`config.mk`:
```
export PLATFORM = sky130hd
export DESIGN_NAME = undirected_adjacency_matrix
export DESIGN_NICKNAME = d
export VERILOG_FILES = /design/src/design/uam_pkg.sv /design/src/design/uam_ram.sv /design/src/design/uam_ctrl.sv /design/src/design/uam_dpath.sv /design/src/design/undirected_adjacency_matrix.sv
export SDC_FILE = /design/constraint.sdc
export NUM_CORES = 1
export LEC_CHECK = 0
export BUFFER_PORTS_ARGS = -buffer_cell sky130_fd_sc_hd__buf_2
export CAP_MARGIN = 20
export CORE_MARGIN = 2
export CORE_UTILIZATION = 50
export CTS_BUF_LIST = sky130_fd_sc_hd__clkbuf_8
export DETAILED_ROUTE_END_ITERATION = 12
export GPL_TIMING_DRIVEN = 0
export PLACE_DENSITY_LB_ADDON = 0.25
export SETUP_SLACK_MARGIN = 0.5
export SLEW_MARGIN = 5
export SYNTH_ARGS = -nofsm -noshare
export SYNTH_HDL_FRONTEND = slang
export SYNTH_SLANG_ARGS = --single-unit
export TNS_END_PERCENT = 10
```
`constraint.sdc`:
```
create_clock -name i_clk -period 6.9 [get_ports i_clk]
set_clock_uncertainty 0.1 [all_clocks]
set_input_delay 0.345 -clock i_clk [delete_from_list [all_inputs] [get_ports i_clk]]
set_output_delay 0.345 -clock i_clk [all_outputs]
set_load 0.005 [all_outputs]
```
`src/design/uam_pkg.sv`:
```
// Package for the undirected adjacency matrix block.
// Holds the mode codes and the command and status structs between the
// controller and the datapath. Depends on nothing.
package uam_pkg;

    // Operation codes of the mode field; the unused code acts as a query.
    localparam logic [1:0] MODE_QUERY  = 2'd0;
    localparam logic [1:0] MODE_INSERT = 2'd1;
    localparam logic [1:0] MODE_REMOVE = 2'd2;

    // Commands from the controller to the datapath.
    typedef struct packed {
        logic accept;    // latch the input word and read the first row
        logic step_a;    // update the first row and read the second row
        logic finish_b;  // update the second row and load the result word
    } t_cmd;

    // Status from the datapath to the controller.
    typedef struct packed {
        logic out_free;  // the result register can take a new word this cycle
    } t_status;

endpackage

```
`src/design/uam_ram.sv`:
```
// Generic single-write, single-read RAM with a registered read port.
// Used for the rows of the adjacency matrix. Depends on nothing.
module uam_ram #(
    parameter int WIDTH = 16,
    parameter int DEPTH = 16
) (
    input  logic                     i_clk,
    input  logic                     i_we,
    input  logic [$clog2(DEPTH)-1:0] i_waddr,
    input  logic [WIDTH-1:0]         i_wdata,
    input  logic [$clog2(DEPTH)-1:0] i_raddr,
    output logic [WIDTH-1:0]         o_rdata
);

    logic [WIDTH-1:0] r_mem [DEPTH];
    logic [WIDTH-1:0] r_rdata;

    // Write port and registered read port.
    always_ff @(posedge i_clk) begin
        if (i_we) begin
            r_mem[i_waddr] <= i_wdata;
        end
        r_rdata <= r_mem[i_raddr];
    end

    assign o_rdata = r_rdata;

endmodule

```
`src/design/uam_ctrl.sv`:
```
// Controller state machine of the undirected adjacency matrix block.
// Steps each word through the first-row and second-row updates.
// Depends on uam_pkg.
module uam_ctrl (
    input  logic             i_clk,
    input  logic             i_rst_n,
    input  logic             i_in_valid,
    output logic             o_in_ready,
    input  uam_pkg::t_status i_status,
    output uam_pkg::t_cmd    o_cmd
);
    import uam_pkg::*;

    typedef enum logic [1:0] {
        S_IDLE,
        S_ROW_A,
        S_ROW_B
    } t_state;

    t_state r_state;
    t_state n_state;

    // Commands follow directly from the state and the handshakes.
    always_comb begin
        n_state = r_state;
        o_cmd   = '0;
        case (r_state)
            S_IDLE: begin
                o_cmd.accept = i_in_valid;
                if (i_in_valid) begin
                    n_state = S_ROW_A;
                end
            end
            S_ROW_A: begin
                o_cmd.step_a = 1'b1;
                n_state      = S_ROW_B;
            end
            S_ROW_B: begin
                // Hold here until the result register is free.
                o_cmd.finish_b = i_status.out_free;
                if (i_status.out_free) begin
                    n_state = S_IDLE;
                end
            end
            default: begin
                n_state = S_IDLE;
            end
        endcase
    end

    assign o_in_ready = (r_state == S_IDLE);

    // State register.
    always_ff @(posedge i_clk) begin
        if (!i_rst_n) begin
            r_state <= S_IDLE;
        end else begin
            r_state <= n_state;
        end
    end

    // An accepted word always moves on to the first-row update.
    a_accept_to_row_a: assert property (@(posedge i_clk) disable iff (!i_rst_n)
        o_cmd.accept |=> (r_state == S_ROW_A))
        else $error("accepted word did not reach the first-row update");

    // The first-row update is always followed by the second-row update.
    a_row_a_to_row_b: assert property (@(posedge i_clk) disable iff (!i_rst_n)
        (r_state == S_ROW_A) |=> (r_state == S_ROW_B))
        else $error("second-row update skipped");

    // A result is only loaded when the output register can take it.
    a_finish_free: assert property (@(posedge i_clk) disable iff (!i_rst_n)
        o_cmd.finish_b |-> i_status.out_free)
        else $error("result loaded into an occupied output register");

endmodule

```
`src/design/uam_dpath.sv`:
```
// Datapath of the undirected adjacency matrix block: row RAM, row valid bits,
// edge counter, vertex count register and the result register.
// Depends on uam_pkg and uam_ram.
module uam_dpath #(
    parameter int MAX_VERTICES = 16
) (
    input  logic             i_clk,
    input  logic             i_rst_n,
    input  uam_pkg::t_cmd    i_cmd,
    output uam_pkg::t_status o_status,
    input  logic             i_cfg_we,
    input  logic [4:0]       i_cfg_data,
    input  logic [1:0]       i_mode,
    input  logic [3:0]       i_first_vertex,
    input  logic [3:0]       i_second_vertex,
    output logic             o_out_valid,
    input  logic             i_out_ready,
    output logic             o_pair_valid,
    output logic             o_edge_was_present,
    output logic             o_vertex_valid,
    output logic [3:0]       o_vertex_degree,
    output logic             o_has_neighbour,
    output logic [6:0]       o_edge_total
);
    import uam_pkg::*;

    localparam int AW  = $clog2(MAX_VERTICES);
    localparam int PW  = $clog2(MAX_VERTICES + 1);
    localparam int CW  = $clog2(MAX_VERTICES * (MAX_VERTICES - 1) / 2 + 1);
    localparam int EW  = (CW > 7) ? CW : 7;
    localparam int DXW = (PW > 4) ? PW : 4;
    localparam int RST_VC = (16 > MAX_VERTICES) ? MAX_VERTICES : 16;

    // Item and control registers.
    logic [1:0]              r_mode;
    logic [3:0]              r_a;
    logic [3:0]              r_b;
    logic                    r_a_ok;
    logic                    r_pair_ok;
    logic                    r_was;
    logic                    r_chg;
    logic [PW-1:0]           r_deg;
    logic [MAX_VERTICES-1:0] r_row_ok;
    logic [CW-1:0]           r_edge_cnt;
    logic [4:0]              r_vcount;

    // Result register.
    logic                    r_out_valid;
    logic                    r_out_pair;
    logic                    r_out_was;
    logic                    r_out_vok;
    logic [3:0]              r_out_deg;
    logic                    r_out_nbr;
    logic [6:0]              r_out_total;

    logic [7:0]              in_a_wide;
    logic [7:0]              a_wide;
    logic [7:0]              b_wide;
    logic [AW-1:0]           in_a_idx;
    logic [AW-1:0]           a_idx;
    logic [AW-1:0]           b_idx;
    logic                    in_a_ok;
    logic                    in_b_ok;
    logic [MAX_VERTICES-1:0] rdata;
    logic [MAX_VERTICES-1:0] row_a;
    logic [MAX_VERTICES-1:0] row_b;
    logic [MAX_VERTICES-1:0] bit_a;
    logic [MAX_VERTICES-1:0] bit_b;
    logic [MAX_VERTICES-1:0] new_row_a;
    logic                    was;
    logic                    chg;
    logic                    ins;
    logic [PW-1:0]           deg_cnt;
    logic                    we;
    logic [AW-1:0]           waddr;
    logic [MAX_VERTICES-1:0] wdata;
    logic [AW-1:0]           raddr;
    logic [6:0]              cfg_wide;
    logic [6:0]              max_wide;
    logic [4:0]              cfg_sat;
    logic [EW-1:0]           cnt_ext;
    logic [6:0]              total_sat;
    logic [DXW-1:0]          deg_ext;

    // Vertex numbers narrowed or widened to row addresses.
    assign in_a_wide = 8'(i_first_vertex);
    assign a_wide    = 8'(r_a);
    assign b_wide    = 8'(r_b);
    assign in_a_idx  = in_a_wide[AW-1:0];
    assign a_idx     = a_wide[AW-1:0];
    assign b_idx     = b_wide[AW-1:0];

    assign in_a_ok = {1'b0, i_first_vertex} < r_vcount;
    assign in_b_ok = {1'b0, i_second_vertex} < r_vcount;

    // A row never written since the last clear reads as empty.
    assign row_a = r_row_ok[a_idx] ? rdata : '0;
    assign row_b = r_row_ok[b_idx] ? rdata : '0;
    assign bit_a = {{(MAX_VERTICES - 1){1'b0}}, 1'b1} << a_idx;
    assign bit_b = {{(MAX_VERTICES - 1){1'b0}}, 1'b1} << b_idx;

    // Edge lookup and decision on the first row.
    assign was       = r_pair_ok & row_a[b_idx];
    assign ins       = (r_mode == MODE_INSERT) & ~was;
    assign chg       = r_pair_ok & (ins | ((r_mode == MODE_REMOVE) & was));
    assign new_row_a = chg ? (row_a ^ bit_b) : row_a;

    // Population count of the updated first row.
    always_comb begin
        deg_cnt = '0;
        for (int k = 0; k < MAX_VERTICES; k++) begin
            deg_cnt = deg_cnt + PW'(new_row_a[k]);
        end
    end

    // RAM port selection: first row is written during its update, the
    // second row when the result is loaded.
    assign we    = (i_cmd.step_a & chg) | (i_cmd.finish_b & r_chg);
    assign waddr = i_cmd.step_a ? a_idx : b_idx;
    assign wdata = i_cmd.step_a ? new_row_a : (row_b ^ bit_a);
    assign raddr = i_cmd.accept ? in_a_idx : b_idx;

    uam_ram #(
        .WIDTH (MAX_VERTICES),
        .DEPTH (MAX_VERTICES)
    ) u_ram (
        .i_clk   (i_clk),
        .i_we    (we),
        .i_waddr (waddr),
        .i_wdata (wdata),
        .i_raddr (raddr),
        .o_rdata (rdata)
    );

    // Configuration value saturated to the matrix size.
    assign cfg_wide = 7'(i_cfg_data);
    assign max_wide = 7'(MAX_VERTICES);
    assign cfg_sat  = (cfg_wide > max_wide) ? max_wide[4:0] : i_cfg_data;

    // Saturated views of the counters for the result word.
    assign cnt_ext   = EW'(r_edge_cnt);
    assign total_sat = (cnt_ext > EW'(127)) ? 7'd127 : cnt_ext[6:0];
    assign deg_ext   = DXW'(r_deg);

    // Item registers.
    always_ff @(posedge i_clk) begin
        if (i_cmd.accept) begin
            r_mode    <= i_mode;
            r_a       <= i_first_vertex;
            r_b       <= i_second_vertex;
            r_a_ok    <= in_a_ok;
            r_pair_ok <= in_a_ok & in_b_ok & (i_first_vertex != i_second_vertex);
        end
        if (i_cmd.step_a) begin
            r_was <= was;
            r_deg <= r_a_ok ? deg_cnt : '0;
        end
    end

    // Control state: change flag, valid bits, edge counter, vertex count.
    always_ff @(posedge i_clk) begin
        if (!i_rst_n) begin
            r_chg      <= 1'b0;
            r_row_ok   <= '0;
            r_edge_cnt <= '0;
            r_vcount   <= 5'(RST_VC);
        end else if (i_cfg_we) begin
            r_chg      <= 1'b0;
            r_row_ok   <= '0;
            r_edge_cnt <= '0;
            r_vcount   <= cfg_sat;
        end else begin
            if (i_cmd.step_a) begin
                r_chg <= chg;
                if (chg) begin
                    r_row_ok[a_idx] <= 1'b1;
                    r_edge_cnt      <= ins ? (r_edge_cnt + 1'b1) : (r_edge_cnt - 1'b1);
                end
            end
            if (i_cmd.finish_b && r_chg) begin
                r_row_ok[b_idx] <= 1'b1;
            end
        end
    end

    // Output register: filled when a word finishes, emptied when taken.
    always_ff @(posedge i_clk) begin
        if (!i_rst_n) begin
            r_out_valid <= 1'b0;
        end else if (i_cmd.finish_b) begin
            r_out_valid <= 1'b1;
        end else if (i_out_ready) begin
            r_out_valid <= 1'b0;
        end
    end

    always_ff @(posedge i_clk) begin
        if (i_cmd.finish_b) begin
            r_out_pair  <= r_pair_ok;
            r_out_was   <= r_was;
            r_out_vok   <= r_a_ok;
            r_out_deg   <= (deg_ext > DXW'(15)) ? 4'd15 : deg_ext[3:0];
            r_out_nbr   <= (r_deg != '0);
            r_out_total <= total_sat;
        end
    end

    assign o_status.out_free  = ~r_out_valid | i_out_ready;
    assign o_out_valid        = r_out_valid;
    assign o_pair_valid       = r_out_pair;
    assign o_edge_was_present = r_out_was;
    assign o_vertex_valid     = r_out_vok;
    assign o_vertex_degree    = r_out_deg;
    assign o_has_neighbour    = r_out_nbr;
    assign o_edge_total       = r_out_total;

    // The matrix is only ever written for a valid pair.
    a_write_valid_pair: assert property (@(posedge i_clk) disable iff (!i_rst_n)
        we |-> r_pair_ok)
        else $error("matrix written for an invalid pair");

    // The edge counter moves by at most one per word.
    a_count_step: assert property (@(posedge i_clk) disable iff (!i_rst_n)
        (i_cmd.step_a && !i_cfg_we) |=>
            (r_edge_cnt == $past(r_edge_cnt)) ||
            (r_edge_cnt == CW'($past(r_edge_cnt) + 1'b1)) ||
            (r_edge_cnt == CW'($past(r_edge_cnt) - 1'b1)))
        else $error("edge counter jumped");

    // A pending result leaves only when the consumer has taken it.
    a_out_taken: assert property (@(posedge i_clk) disable iff (!i_rst_n)
        $fell(r_out_valid) |-> $past(i_out_ready))
        else $error("result word dropped");

endmodule

```
`src/design/undirected_adjacency_matrix.sv`:
```
// Top level of the undirected adjacency matrix block.
// Joins the controller (uam_ctrl) and the datapath (uam_dpath); uses uam_pkg.
//
//   Channel   Handshake                   Payload
//   input     i_in_valid / o_in_ready     i_mode, i_first_vertex, i_second_vertex
//   result    o_out_valid / i_out_ready   o_pair_valid, o_edge_was_present,
//                                         o_vertex_valid, o_vertex_degree,
//                                         o_has_neighbour, o_edge_total
//   config    i_cfg_we                    i_cfg_data (vertex count)
//
// Each word goes through three steps: accept with a read of the first row, update
// of the first row with a read of the second, then update of the second row.
// The single write port of the row RAM sets this sequence of steps.
// Reset and a vertex-count write clear the per-row valid bits all at once;
// there is no clearing pass. A stalled result holds the third step, and the
// next word is taken once the result has moved into the output register.
module undirected_adjacency_matrix #(
    parameter int MAX_VERTICES = 16
) (
    input  logic       i_clk,
    input  logic       i_rst_n,
    input  logic       i_cfg_we,
    input  logic [4:0] i_cfg_data,
    input  logic       i_in_valid,
    output logic       o_in_ready,
    input  logic [1:0] i_mode,
    input  logic [3:0] i_first_vertex,
    input  logic [3:0] i_second_vertex,
    output logic       o_out_valid,
    input  logic       i_out_ready,
    output logic       o_pair_valid,
    output logic       o_edge_was_present,
    output logic       o_vertex_valid,
    output logic [3:0] o_vertex_degree,
    output logic       o_has_neighbour,
    output logic [6:0] o_edge_total
);
    import uam_pkg::*;

    t_cmd    cmd;
    t_status status;

    // Controller.
    uam_ctrl u_ctrl (
        .i_clk      (i_clk),
        .i_rst_n    (i_rst_n),
        .i_in_valid (i_in_valid),
        .o_in_ready (o_in_ready),
        .i_status   (status),
        .o_cmd      (cmd)
    );

    // Datapath.
    uam_dpath #(
        .MAX_VERTICES (MAX_VERTICES)
    ) u_dpath (
        .i_clk              (i_clk),
        .i_rst_n            (i_rst_n),
        .i_cmd              (cmd),
        .o_status           (status),
        .i_cfg_we           (i_cfg_we),
        .i_cfg_data         (i_cfg_data),
        .i_mode             (i_mode),
        .i_first_vertex     (i_first_vertex),
        .i_second_vertex    (i_second_vertex),
        .o_out_valid        (o_out_valid),
        .i_out_ready        (i_out_ready),
        .o_pair_valid       (o_pair_valid),
        .o_edge_was_present (o_edge_was_present),
        .o_vertex_valid     (o_vertex_valid),
        .o_vertex_degree    (o_vertex_degree),
        .o_has_neighbour    (o_has_neighbour),
        .o_edge_total       (o_edge_total)
    );

endmodule

```
== Word-level counts from Yosys, hierarchy flattened ==
Memory sizes are Yosys's and may differ from the RTL's. A register that Yosys moved wholly into a read port is not among the register bits.
Cells that the tools add are included.
W data, S select, Z words.

* Reduce and logical (&&, ||, !) cells: 9
* Magnitude comparators: 9
* Bitwise logic cells: 18
* Mux-type cells: 33
* $add $sub $neg: 17
* Equal/unequal tests: 7
* Shift-type cells: 2

{| class="wikitable"
|+ Operators with widths
! kind !! number
|-
| $mux W16 || 9
|-
| $add A5 B1 Y5 || 14
|-
| $or A16 B16 Y16 || 2
|-
| $shl A1 B4 Y16 const A || 2
|-
| $xor A16 B16 Y16 || 2
|-
| $bmux W1 S4 || 3
|-
| $mux W1 || 12
|-
| $lt A4 B5 Y1 || 2
|-
| $lt A4 B5 Y1 const B || 2
|-
| $and A1 B1 Y1 || 8
|-
| $demux W1 S4 || 2
|-
| $ge A4 B1 Y1 const B || 2
|-
| $mux W4 || 2
|-
| $add A7 B1 Y7 const B || 1
|-
| $gt A7 B7 Y1 const B || 1
|-
| $mux W7 || 1
|-
| $sub A7 B1 Y7 const B || 1
|-
| $pmux W2 S3 || 1
|-
| $gt A5 B4 Y1 const B || 1
|-
| $gt A5 B5 Y1 const B || 1
|-
| $mux W5 || 1
|-
| $reduce_bool A5 Y1 || 1
|-
| $eq A2 B1 Y1 const B || 2
|-
| $eq A2 B2 Y1 const B || 2
|-
| 12 further kinds || 20
|}

* RAM bits: 256
* Bits of input ports: 20
* Output and inout bits: 17
* Register bits after elaboration: 65
* Word-level logic and storage cells: 115
* Memories: 1

{| class="wikitable"
|+ Memory list
! memory !! words !! bits a word !! rd ports !! clocked after memory_dff !! wr ports !! RTL line !! RTL
|-
| u_dpath.u_ram.r_mem || 16 || 16 || 1 || 1 || 1 || uam_ram.sv:15 || <nowiki>logic [WIDTH-1:0] r_mem [DEPTH];</nowiki>
|}

== Depth between registers and ports, before layout ==
Gate-level depths: netlist of the first run.

* Word-level depth: 26
* Mapped depth: 24
* Gate-level depth less buffers: 21

== Hierarchy ==
A second synthesis of the first run with hierarchy kept.

* Cells, all modules: 969
* Area total of the unflattened synthesis: 14888.0 um^2

{| class="wikitable"
|+ By module, submodules not included
! module !! times used !! cells each !! sequential area each (um^2) !! area each (um^2)
|-
| uam_ram || 1 || 432 || 8007.7 || 10042.1
|-
| uam_dpath || 1 || 528 || 1591.5 || 4750.8
|-
| uam_ctrl || 1 || 9 || 40.0 || 95.1
|}

== Worst setup path after synthesis of the first run ==
No wires, ideal clock.

* Path type: register -> register
* Start: register u_dpath.r_b[0], in the netlist u_dpath.b_idx[0]
* End: register u_dpath.r_deg[3], in the netlist u_dpath.deg_ext[3], data pin
* Path buffers: 2
* Setup time: 0.255 ns
* Cell stages (with the launch flop): 22
* Path slack: 1.207 ns
* Period minus slack after synthesis: 5.693 ns
* Data required time: 6.545 ns
* Arrival: 5.338 ns
* Path through: edfxtp_1 -> buf_6 -> mux4_2 -> a22oi_1 -> nand3_2 -> nand2_4 -> mux2_4 -> buf_4 -> nand3_1 -> xor2_1 -> ha_1 -> fa_1 -> inv_1 -> fa_1 -> inv_1 -> fa_1 -> fa_1 -> fa_1 -> a21o_1 -> a21oi_1 -> xnor2_1 -> and2_1

* Longest elaborated chain between the ends: 23
* Elaborated cells on any way between the ends: 26
* Classes of those cells: 15 x add/sub; 1 x shift; 3 x mux; 7 x bitwise

{| class="wikitable"
|+ RTL lines
! item !! RTL line !! RTL
|-
| from (decl) || uam_dpath.sv:37 || <nowiki>logic [3:0] r_b;</nowiki>
|-
| from (signal assigned) || uam_dpath.sv:150 || <nowiki>r_b <= i_second_vertex;</nowiki>
|-
| $bmux W1 S4 || uam_dpath.sv:103 || <nowiki>assign was = r_pair_ok & row_a[b_idx];</nowiki>
|-
| $mux W1 (implied by the code) || uam_dpath.sv:103 ||
|-
| $and A1 B1 Y1 || uam_dpath.sv:103 ||
|-
| $not A1 Y1 || uam_dpath.sv:104 || <nowiki>assign ins = (r_mode == MODE_INSERT) & ~was;</nowiki>
|-
| $and A1 B1 Y1 || uam_dpath.sv:104 ||
|-
| $or A1 B1 Y1 || uam_dpath.sv:105 || <nowiki>assign chg = r_pair_ok & (ins | ((r_mode == MODE_REMOVE) & was));</nowiki>
|-
| $and A1 B1 Y1 || uam_dpath.sv:105 ||
|-
| $mux W16 * || uam_dpath.sv:106 || <nowiki>assign new_row_a = chg ? (row_a ^ bit_b) : row_a;</nowiki>
|-
| $add A1 B1 Y2 || uam_dpath.sv:112 || <nowiki>deg_cnt = deg_cnt + PW'(new_row_a[k]);</nowiki>
|-
| $add A5 B1 Y5 (13 in series) || uam_dpath.sv:112 ||
|-
| $add A5 B1 Y5 * || uam_dpath.sv:112 ||
|-
| to (signal assigned) || uam_dpath.sv:156 || <nowiki>r_deg <= r_a_ok ? deg_cnt : '0;</nowiki>
|-
| to (decl) || uam_dpath.sv:42 || <nowiki>logic [PW-1:0] r_deg;</nowiki>
|}

Every way passes the cells marked *; elsewhere a longest branch is shown, timed or not. The select of a mux whose other input is x is not followed.
A chain may end at the register's enable or synchronous reset.

== Worst setup path after layout of the first run ==
* Start: register u_dpath.r_b[1], in the netlist u_dpath.b_idx[1]
* End: register u_dpath.r_deg[3], in the netlist u_dpath.deg_ext[3], data pin

Same word-level chain as after synthesis.

==> results.py, run 1 <==
metrics = {
    "worst_setup_path": {
        "setup.worst_path.start_class": "register",
        "path_max_fanout": 10,
        "end_kind": "register",
        "reg2reg_to": "u_dpath.deg_ext[3]",
        "crit_type": "reg -> reg",
        "crit_required_ns": 7.16,
        "ff2ff_setup_slack_ns": 0.74,
        "rr_worst_depth": 22,
        "r2r-start": "u_dpath.b_idx[1]",
        "worst_ep_arrival_time_ns": 6.42,
    },
    "cells_and_area": {
        "stdcell_area_um2": 17330,
        "fin_cells": 1566,
        "final_core_util": 0.5863,
        "num-nets-final": 1180,
        "area_growth_pct": 15.47,
        "drive_above_1_share": 0.2313,
        "antenna_cells": 0,
    },
    "flow_run": {
        "cap_violations": 0,
    },
    "yosys": {
        "ys_ff_latch": 337,
        "yosysUniqueCellTypes": 72,
        "ys.flop_type": "edfxtp_1",
        "syn_area_um2": 15010,
        "async_reset_ff_frac": 0,
        "avgSynthCellArea_um2": 15.07,
        "ys_seq_area_frac": 0.6423,
        "synth_edf_count": 289,
        "syn_nets": 1043,
        "synth_top_area_cell": "edfxtp_1",
        "yosysTopAreaCellShare": 0.5782,
        "ys_warn_count": 0,
        "syn_inst": 996,
        "yosys-top-cells-area": "edfxtp_1 (58%), mux4_2 (11%), dfxtp_1 (6.4%), nand2_1 (2.1%), nor2_1 (1.5%)",
    },
    "timing": {
        "slew-limit-headroom": 0.2372,
        "fin_crit_ns": 6.156,
        "hold_viol_final": 0,
        "setup_tns_ns": 0,
        "setup_viol": 0,
        "maxSlewViolCount": 0,
        "fmax_ghz": 0.1624,
        "grt_setup_unrepaired": "true",
        "min_period_over_period": 0.8922,
        "worstMarginPinSlew_ns": 1.135,
    },
    "die": {
        "die_area_um2": 31420,
        "coreArea_um2": 29560,
        "die_x_um": 177.3,
        "initial_utilization": 0.5077,
        "boundaryPins": 37,
        "die_h_um": 177.3,
        "placementRows": 63,
    },
    "global_route": {
        "grt_pass1_vias": 9287,
        "grt-ovfl-total": 0,
        "grt_pass1_wl_um": 56040,
        "grt_antenna_before_repair": 0,
        "grt_use_total": 0.2408,
        "grt_max_degree": 18,
    },
    "power_and_ir_drop": {
        "power_density_nw_per_um2": 252.2,
        "peakVddDrop_mv": 0.1954,
        "p_leak_nw": 5.932,
    },
    "detailed_routing": {
        "routed_via_density": 5.958,
        "via_count": 9331,
        "first_pass_iters": 6,
        "drc": 0,
        "ant_nets": 0,
        "drt-initial-drc-count": 944,
        "wire_per_inst_um": 23.61,
        "finalWirelength_um": 36980,
    },
    "status": {
        "status": "complete, no violations",
    },
    "clock_network": {
        "htreeDepth": 2,
        "cts_root_buf": "clkbuf_8",
        "post_cts_buffers": 0,
        "clock_path_buffers": 3,
        "numCtsBuffers": 53,
        "cts_sinks": 337,
        "tritoncts": "yes",
        "clk_latency_ns": 0.61,
        "clkSlewWorstSetupHoldPaths_ns": 0.07,
    },
    "place": {
        "dp_hpwl_um": 25650,
        "postPlaceCellArea_um2": 16120,
        "port_buffers": 36,
        "gp_congestion": 0.9281,
        "dp_cells": 1449,
    },
    "min_path": {
        "min_from": "i_cfg_data[4]",
        "holdCritPathClass": "in -> reg",
        "hold_end": "u_dpath.r_vcount[0]",
        "whs_path_depth": 3,
    },
}
==> critical path, cell delays in order, from the launching register on <==
cell and delay (ns):
edfxtp_1 0.32, buf_2 0.25, buf_2 0.32, mux4_2 0.34, nand2_1 0.10, nand3_2 0.14
nand2_4 0.17, mux2_4 0.37, buf_4 0.19, nand3_1 0.09, xor2_1 0.16, ha_1 0.26
fa_1 0.48, inv_1 0.05, fa_1 0.53, inv_1 0.06, fa_1 0.52, fa_1 0.44
fa_1 0.42, a21o_1 0.20, a21oi_1 0.17, xnor2_1 0.08, and2_1 0.15
==> placed cells by master, fill, tap and decap left out, types with 5 or more instances in the layout <==
cell type        n
nor2_1          44
and3_1           5
nand3_1         25
nor2_2          15
xor2_1          10
mux4_2          75
a31oi_1         30
buf_4           10
buf_6           11
mux2i_1         11
a211oi_1        22
clkinv_2         5
buf_2           49
dfxtp_1         48
fa_1            11
nor2b_1         12
inv_1           44
or2_2            5
a21oi_1         23
clkbuf_8        59
buf_8           16
edfxtp_1       289
ha_1            16
nand2b_1         8
a221oi_1         6
clkbuf_1        38
and4_1           6
clkinv_1        13
o21ai_0         14
dlygate4sd3_1   19
o22ai_1          8
a21o_1           7
nand2_1         82
a22o_1          11
xnor2_1         19
and2_1          28
nor3_1          13
==> worst max path at each step <==
stage | start | to | cells after the start
floorplan | u_dpath.b_idx[0] | u_dpath.deg_ext[3] | 21
global placement | u_dpath.b_idx[1] | u_dpath.deg_ext[3] | 22
detailed placement | u_dpath.b_idx[1] | u_dpath.deg_ext[3] | 22
CTS | u_dpath.b_idx[1] | u_dpath.deg_ext[2] | 22
global route | u_dpath.b_idx[0] | u_dpath.deg_ext[3] | 21
finish | u_dpath.b_idx[1] | u_dpath.deg_ext[3] | 22
==> what timing repair did <==
item,4_1_cts,5_1_grt
hold buffers,19,0
endpoints found under the hold margin,18,0
endpoints found under the setup margin,0,2
gates resized for setup,0,3
==> power by group <==
group	switching (mW)	internal [mW]	total (mW)
registers	0.0403	2.25	2.29
clock network	0.779	0.827	1.61
logic	0.284	0.195	0.478
==> synth_stat cells (all sizes together), types with 8 or more instances <==
library cell	count
a211oi	23
a21oi	26
a22o	11
a31oi	30
and2	29
buf	25
clkbuf	39
dfxtp	48
edfxtp	289
fa	11
ha	16
inv	27
mux2i	12
mux4	75
nand2	83
nand2b	8
nand3	26
nor2	59
nor2b	13
nor3	13
o21ai	16
o22ai	8
xnor2	19
xor2	10
==> flip-flops by register name, indices dropped and copies added (netlist names), 2 cells and up <==
register / cells
u_dpath.u_ram.o_rdata: 16
u_ctrl.r_state: 2
u_dpath.u_ram.r_mem: 256
u_dpath.b_idx: 4
u_dpath.r_row_ok: 16
u_dpath.deg_ext: 5
u_dpath.r_mode: 2
u_dpath.a_idx: 4
u_dpath.o_vertex_degree: 4
u_dpath.o_edge_total: 7
u_dpath.cnt_ext: 7
u_dpath.r_vcount: 5
==> layer usage <==
metal  GRT usage  wire (µm)  vias up
met3     0.04875       2886       89
met5           0          0        -
met2      0.3799      17410      429
met1      0.3369      15430     4657
li1            -          -     4156
met4     0.08265       1252        0
==> per-stage QoR <==
| stage | setup WS (ns) | hold WS, ns | power (mW) |
|---|---|---|---|
| 2_1_floorplan | 1.207 | 0.3003 | 2.626 |
| 5_1_grt | 0.4758 | 0.03941 | 4.536 |
| 4_1_cts | 0.7297 | 0.02201 | 4.401 |
| 6_report | 0.7436 | 0.04962 | 4.371 |
| 3_3_place_gp | 0.7932 | 0.3030 | 2.780 |
| 3_5_place_dp | 0.7317 | 0.3236 | 2.797 |
==> layout make-up <==
cell class | count | area, µm²
fillers | 2302 | 12230
flip-flops and latches | 337 | 9639
multi-input cells | 567 | 5050
clock buffers | 59 | 812.0
repair buffers | 82 | 723.2
well taps | 390 | 488.0
plain buffers | 64 | 306.5
clock inverters | 39 | 206.4
inverters | 28 | 105.1
==> cells by family (layout without fill, tap and decap cells) <==
kind of cell,after synthesis,count (layout),synth area share
simple gates,258,258,0.08320
fa+ha+maj,27,27,0.02801
buf+inv,92,272,0.02734
compound gates,159,159,0.07511
xor+xnor,29,29,0.01692
flops,337,337,0.6423
mux,94,94,0.1271
No activity file was read; power rests on OpenSTA's default activity.
==> inputs of run 2 (changes only) <==
- BUFFER_PORTS_ARGS: -buffer_cell sky130_fd_sc_hd__buf_2 -> -buffer_cell sky130_fd_sc_hd__buf_4
- clock period: 6.9 -> 6.95 ns (I/O delays scaled with it)
==> run 2 against run 1 <==
  * Critical path depth is the same
  * Global-route usage decreased by 0.35 points
  * Largest cell class unchanged
  * Die area stayed put
  * Final area is essentially flat
  * Combinational power shrank 0.8%
  * Via count fell by 1.1%
  * Worst hold slack worse by 0.021 ns
==> results.py, run 2 (synthesis results as in run 1) <==
metrics = {
    "status": {
        "status": "complete, no violations",
    },
    "detailed_routing": {
        "drt-initial-drc-count": 1105,
        "drc": 0,
        "ant_nets": 0,
        "routed_via_density": 5.911,
        "wire_per_inst_um": 23.21,
        "via_count": 9233,
        "finalWirelength_um": 36250,
        "first_pass_iters": 6,
    },
    "timing": {
        "setup_tns_ns": 0,
        "grt_setup_unrepaired": "false",
        "fmax_ghz": 0.1626,
        "worstMarginPinSlew_ns": 1.123,
        "min_period_over_period": 0.8849,
        "slew-limit-headroom": 0.2458,
        "setup_viol": 0,
        "hold_viol_final": 0,
        "maxSlewViolCount": 0,
        "fin_crit_ns": 6.150,
    },
    "cells_and_area": {
        "drive_above_1_share": 0.2270,
        "num-nets-final": 1174,
        "final_common_cell": "edfxtp_1",
        "final_core_util": 0.5858,
        "area_growth_pct": 15.37,
        "antenna_cells": 0,
        "largest_register": "u_dpath.u_ram.r_mem",
        "largest_reg_flops": 256,
        "layout_common_cells": "edfxtp_1 (289), nand2_1 (82), mux4_2 (75), clkbuf_8 (59), inv_1 (55)",
        "fin_cells": 1562,
    },
    "place": {
        "dp_cells": 1447,
        "gp_congestion": 0.9149,
        "dp_hpwl_um": 25470,
        "port_buffers": 36,
    },
    "clock_network": {
        "cts_root_buf": "clkbuf_8",
        "numCtsBuffers": 54,
        "tritoncts": "yes",
        "cts_sinks": 337,
        "clkSlewWorstSetupHoldPaths_ns": 0.06,
        "clock_path_buffers": 3,
        "htreeDepth": 2,
        "clk_latency_ns": 0.60,
        "post_cts_buffers": 0,
    },
    "die": {
        "coreArea_um2": 29560,
        "placementRows": 63,
        "die_x_um": 177.3,
        "die_h_um": 177.3,
        "boundaryPins": 37,
        "initial_utilization": 0.5077,
        "die_area_um2": 31420,
    },
    "flow_run": {
        "cap_violations": 0,
    },
    "global_route": {
        "grt_pass1_vias": 9162,
        "use_met3": 0.04403,
        "grt-ovfl-total": 0,
        "busiest_layer": "met2",
        "grt_pass1_wl_um": 55140,
        "grtUsageMet1": 0.3288,
        "use_met2": 0.3825,
        "grt_antenna_before_repair": 0,
        "grt_use_total": 0.2373,
        "grt_max_degree": 18,
    },
    "min_path": {
        "holdCritPathClass": "in -> reg",
    },
    "worst_setup_path": {
        "worst_ep_arrival_time_ns": 6.39,
        "crit_type": "reg -> reg",
        "crit_required_ns": 7.19,
        "setup.worst_path.start_class": "register",
        "end_kind": "register",
        "path_max_fanout": 10,
    },
    "power_and_ir_drop": {
        "p_leak_nw": 5.976,
        "power_density_nw_per_um2": 249.7,
        "peakVddDrop_mv": 0.1657,
    },
}
## run 2: final cells by class
type / count / area (µm²)
plain buffers: 64 / 306.5
clock buffers: 59 / 812.0
clock inverters: 42 / 215.2
fillers: 2259 / 12240
inverters: 28 / 105.1
multi-input cells: 567 / 5042
flip-flops and latches: 337 / 9639
well taps: 390 / 488.0
repair buffers: 75 / 706.9
## run 2: final timing paths
check / slack (ns) / end / start / cells past startpoint
worst max-delay path: 0.80 / u_dpath.deg_ext[3] / u_dpath.b_idx[1] / 22
worst min-delay path: 0.03 / u_dpath.r_vcount[0] / i_cfg_data[0] / 4
worst max register to register: 0.80 / u_dpath.deg_ext[3] / u_dpath.b_idx[1] / 22
worst min register to register: 0.33 / u_dpath.o_edge_was_present / u_dpath.r_was / 0
## run 2: where the power goes
group	switching [mW]	internal (mW)	leakage, nW	total, mW
Combinational	0.279	0.195	2.30	0.474
Sequential	0.0402	2.23	3.04	2.27
Clock	0.757	0.822	0.631	1.58
## run 2: timing repair
item | in CTS | in global routing
gates resized for setup | 0 | 3
hold buffers | 14 | 0
endpoints found under the setup margin | 0 | 3
hold endpoints to repair | 18 | 0
## run 2: through the flow
| stage | power, mW | worst slack (ns) | hold slack [ns] | cell area [µm²] |
|---|---|---|---|---|
| 3_5_place_dp | 2.779 | 0.7503 | 0.3168 | 16130 |
| 6_report | 4.324 | 0.8002 | 0.02841 | 17320 |
| 5_1_grt | 4.493 | 0.5048 | 0.01700 | 17320 |
| 3_3_place_gp | 2.763 | 0.8419 | 0.3035 | 15770 |
| 2_1_floorplan | 2.607 | 1.257 | 0.3003 | 15010 |
| 4_1_cts | 4.360 | 0.7413 | 0.0001542 | 17300 |
## run 2: metal layers
metal | up-vias | part of all wire
met2 | 414 | 0.48
met1 | 4584 | 0.41
li1 | 4140 | -
met3 | 95 | 0.079
met5 | - | 0
met4 | 0 | 0.036
## run 2: worst max-delay path, stage by stage, from the launching register on
cell and delay (ns):
edfxtp_1 0.31, buf_2 0.23, buf_2 0.31, mux4_2 0.35, nand2_1 0.10, nand3_2 0.14
nand2_4 0.17, mux2_4 0.36, buf_4 0.19, nand3_1 0.09, xor2_1 0.17, ha_1 0.26
fa_1 0.48, inv_1 0.05, fa_1 0.55, inv_1 0.06, fa_1 0.52, fa_1 0.45
fa_1 0.43, a21o_1 0.20, a21oi_1 0.17, xnor2_1 0.08, and2_1 0.14
==> inputs of run 3 (changes only) <==
- GPL_TIMING_DRIVEN: 0 -> default
==> run 3 against run 2 <==
  * Via count increased by 0.21%
  * Sequential power about the same
  * Global-route usage decreased by 0.26 points
  * Clock power increased by 8%
  * First-iteration DRC count increased by 13%
  * Die area unchanged
  * Power increased by 2.4%
  * Flip-flop and latch count unchanged
  * Setup slack improved by 0.053 ns
  * Critical endpoint unchanged
  * Highest routed layer unchanged
==> results.py, run 3 (synthesis results as in run 1) <==
metrics = {
    "worst_setup_path": {
        "worst_ep_arrival_time_ns": 6.34,
        "crit_required_ns": 7.19,
        "crit_type": "reg -> reg",
        "crit_chain": "mux4_2 -> o22ai_1 -> o21ai_4 -> nand2_4 -> mux2_4 -> nand3_1 -> xor2_1 -> ha_1 -> fa_1 -> inv_1 -> fa_1 -> inv_1 -> fa_1 -> fa_1 -> fa_1 -> a21o_1 -> a21oi_1 -> xnor2_1 -> and2_1",
        "crit_path_frequent_cell": "fa_1",
        "path_max_fanout": 26,
        "rr_worst_depth": 19,
        "setup.worst_path.start_class": "register",
        "cp_slowest_cell": "edfxtp_1",
        "end_kind": "register",
        "slowest_delay_ns": 0.76,
    },
    "power_and_ir_drop": {
        "power_mw": 4.428,
        "power_density_nw_per_um2": 256.3,
        "p_leak_nw": 5.955,
        "peakVddDrop_mv": 0.2929,
    },
    "timing": {
        "fin_crit_ns": 6.097,
        "min_period_over_period": 0.8772,
        "setup_viol": 0,
        "setup_tns_ns": 0,
        "grt_setup_unrepaired": "false",
        "worstMarginPinSlew_ns": 1.102,
        "fin_hold_ws_ns": 0.03239,
        "hold_viol_final": 0,
        "maxSlewViolCount": 0,
        "slew-limit-headroom": 0.2642,
        "fmax_ghz": 0.1640,
    },
    "detailed_routing": {
        "drt-initial-drc-count": 1244,
        "routed_via_density": 6.047,
        "wire_per_inst_um": 23.63,
        "finalWirelength_um": 36160,
        "first_pass_iters": 5,
        "via_count": 9252,
        "drc": 0,
        "ant_nets": 0,
    },
    "die": {
        "coreArea_um2": 29560,
        "die_x_um": 177.3,
        "boundaryPins": 37,
        "die_area_um2": 31420,
        "initial_utilization": 0.5077,
        "die_h_um": 177.3,
        "placementRows": 63,
    },
    "place": {
        "port_buffers": 36,
        "postPlaceCellArea_um2": 15830,
        "gp_congestion": 0.9495,
        "dp_hpwl_um": 21850,
    },
    "status": {
        "status": "complete, no violations",
    },
    "cells_and_area": {
        "largest_reg_flops": 256,
        "antenna_cells": 0,
        "drive_above_1_share": 0.2412,
        "final_common_cell": "edfxtp_1",
        "layout_common_cells": "edfxtp_1 (289), buf_4 (86), nand2_1 (82), mux4_2 (75), clkbuf_8 (59)",
        "stdcell_area_um2": 17270,
        "num-nets-final": 1141,
        "largest_register": "u_dpath.u_ram.r_mem",
        "area_growth_pct": 15.09,
    },
    "clock_network": {
        "clk_latency_ns": 0.60,
        "htreeDepth": 2,
        "cts_root_buf": "clkbuf_8",
        "numCtsBuffers": 55,
        "cts_sinks": 337,
        "tritoncts": "yes",
        "clock_path_buffers": 3,
        "clkSlewWorstSetupHoldPaths_ns": 0.06,
    },
    "global_route": {
        "grt_antenna_before_repair": 0,
        "grt-ovfl-total": 0,
        "grt_pass1_wl_um": 54300,
        "grt_max_degree": 65,
        "grt_use_total": 0.2347,
        "grt_pass1_vias": 9045,
    },
    "min_path": {
        "holdCritPathClass": "in -> reg",
        "whs_path_depth": 4,
    },
    "flow_run": {
        "cap_violations": 0,
    },
}
## run 3: timing repair
| item | CTS | global route |
|---|---|---|
| buffers inserted | 0 | 8 |
| endpoints found under the setup margin | 0 | 1 |
| endpoints found under the hold margin | 18 | 0 |
| hold buffers | 14 | 0 |
| gates resized for setup | 0 | 0 |
## run 3: layout make-up
class	count	area, µm²
clock buffer	58	798.3
clock inverter	45	316.6
fill	2253	12290
inverter	28	105.1
multi-input combinational	567	5051
sequential	337	9639
tap	390	488.0
timing repair buffer	105	874.6
## run 3: worst paths after layout
kind / endpoint / slack, ns / startpoint
min: u_dpath.r_vcount[2] / 0.03 / i_cfg_data[2]
max: u_dpath.deg_ext[3] / 0.85 / u_dpath.a_idx[3]
max reg2reg: u_dpath.deg_ext[3] / 0.85 / u_dpath.a_idx[3]
min reg2reg: u_dpath.o_edge_was_present / 0.33 / u_dpath.r_was
## run 3: power breakdown
group          internal (mW)  switching, mW
combinational          0.194          0.252
clock                  0.929          0.778
sequential              2.23         0.0439
total                   3.35           1.07
## run 3: critical path, delay by kind of cell, from the launching register on
kind,cells,cell delay [ns]
adder cells (fa/ha/maj),6,2.68
buffers and inverters,2,0.10
XOR/XNOR,2,0.28
multiplexers,2,0.75
flip-flops,1,0.76
AND/OR/NAND/NOR,3,0.42
AO/OA/AOI/OAI,4,0.74
## run 3: per-layer routing
metal,GRT usage,part of all wire,vias to the layer above
met1,0.3259,0.42,4669
met4,0.07992,0.028,0
met3,0.04510,0.075,86
met5,0,0,-
li1,-,-,4085
met2,0.3752,0.48,412
## run 3: metrics by stage
| stage | util | instances | worst slack (ns) |
|---|---|---|---|
| after detailed placement | 0.5355 | 1393 | 0.7163 |
| after global placement | 0.5352 | 1392 | 0.8297 |
| after global routing | 0.5843 | 1530 | 0.6336 |
| final | 0.5843 | 1530 | 0.8534 |
| after floorplan | - | 996 | 1.257 |
| after CTS | 0.5779 | 1510 | 0.7077 |
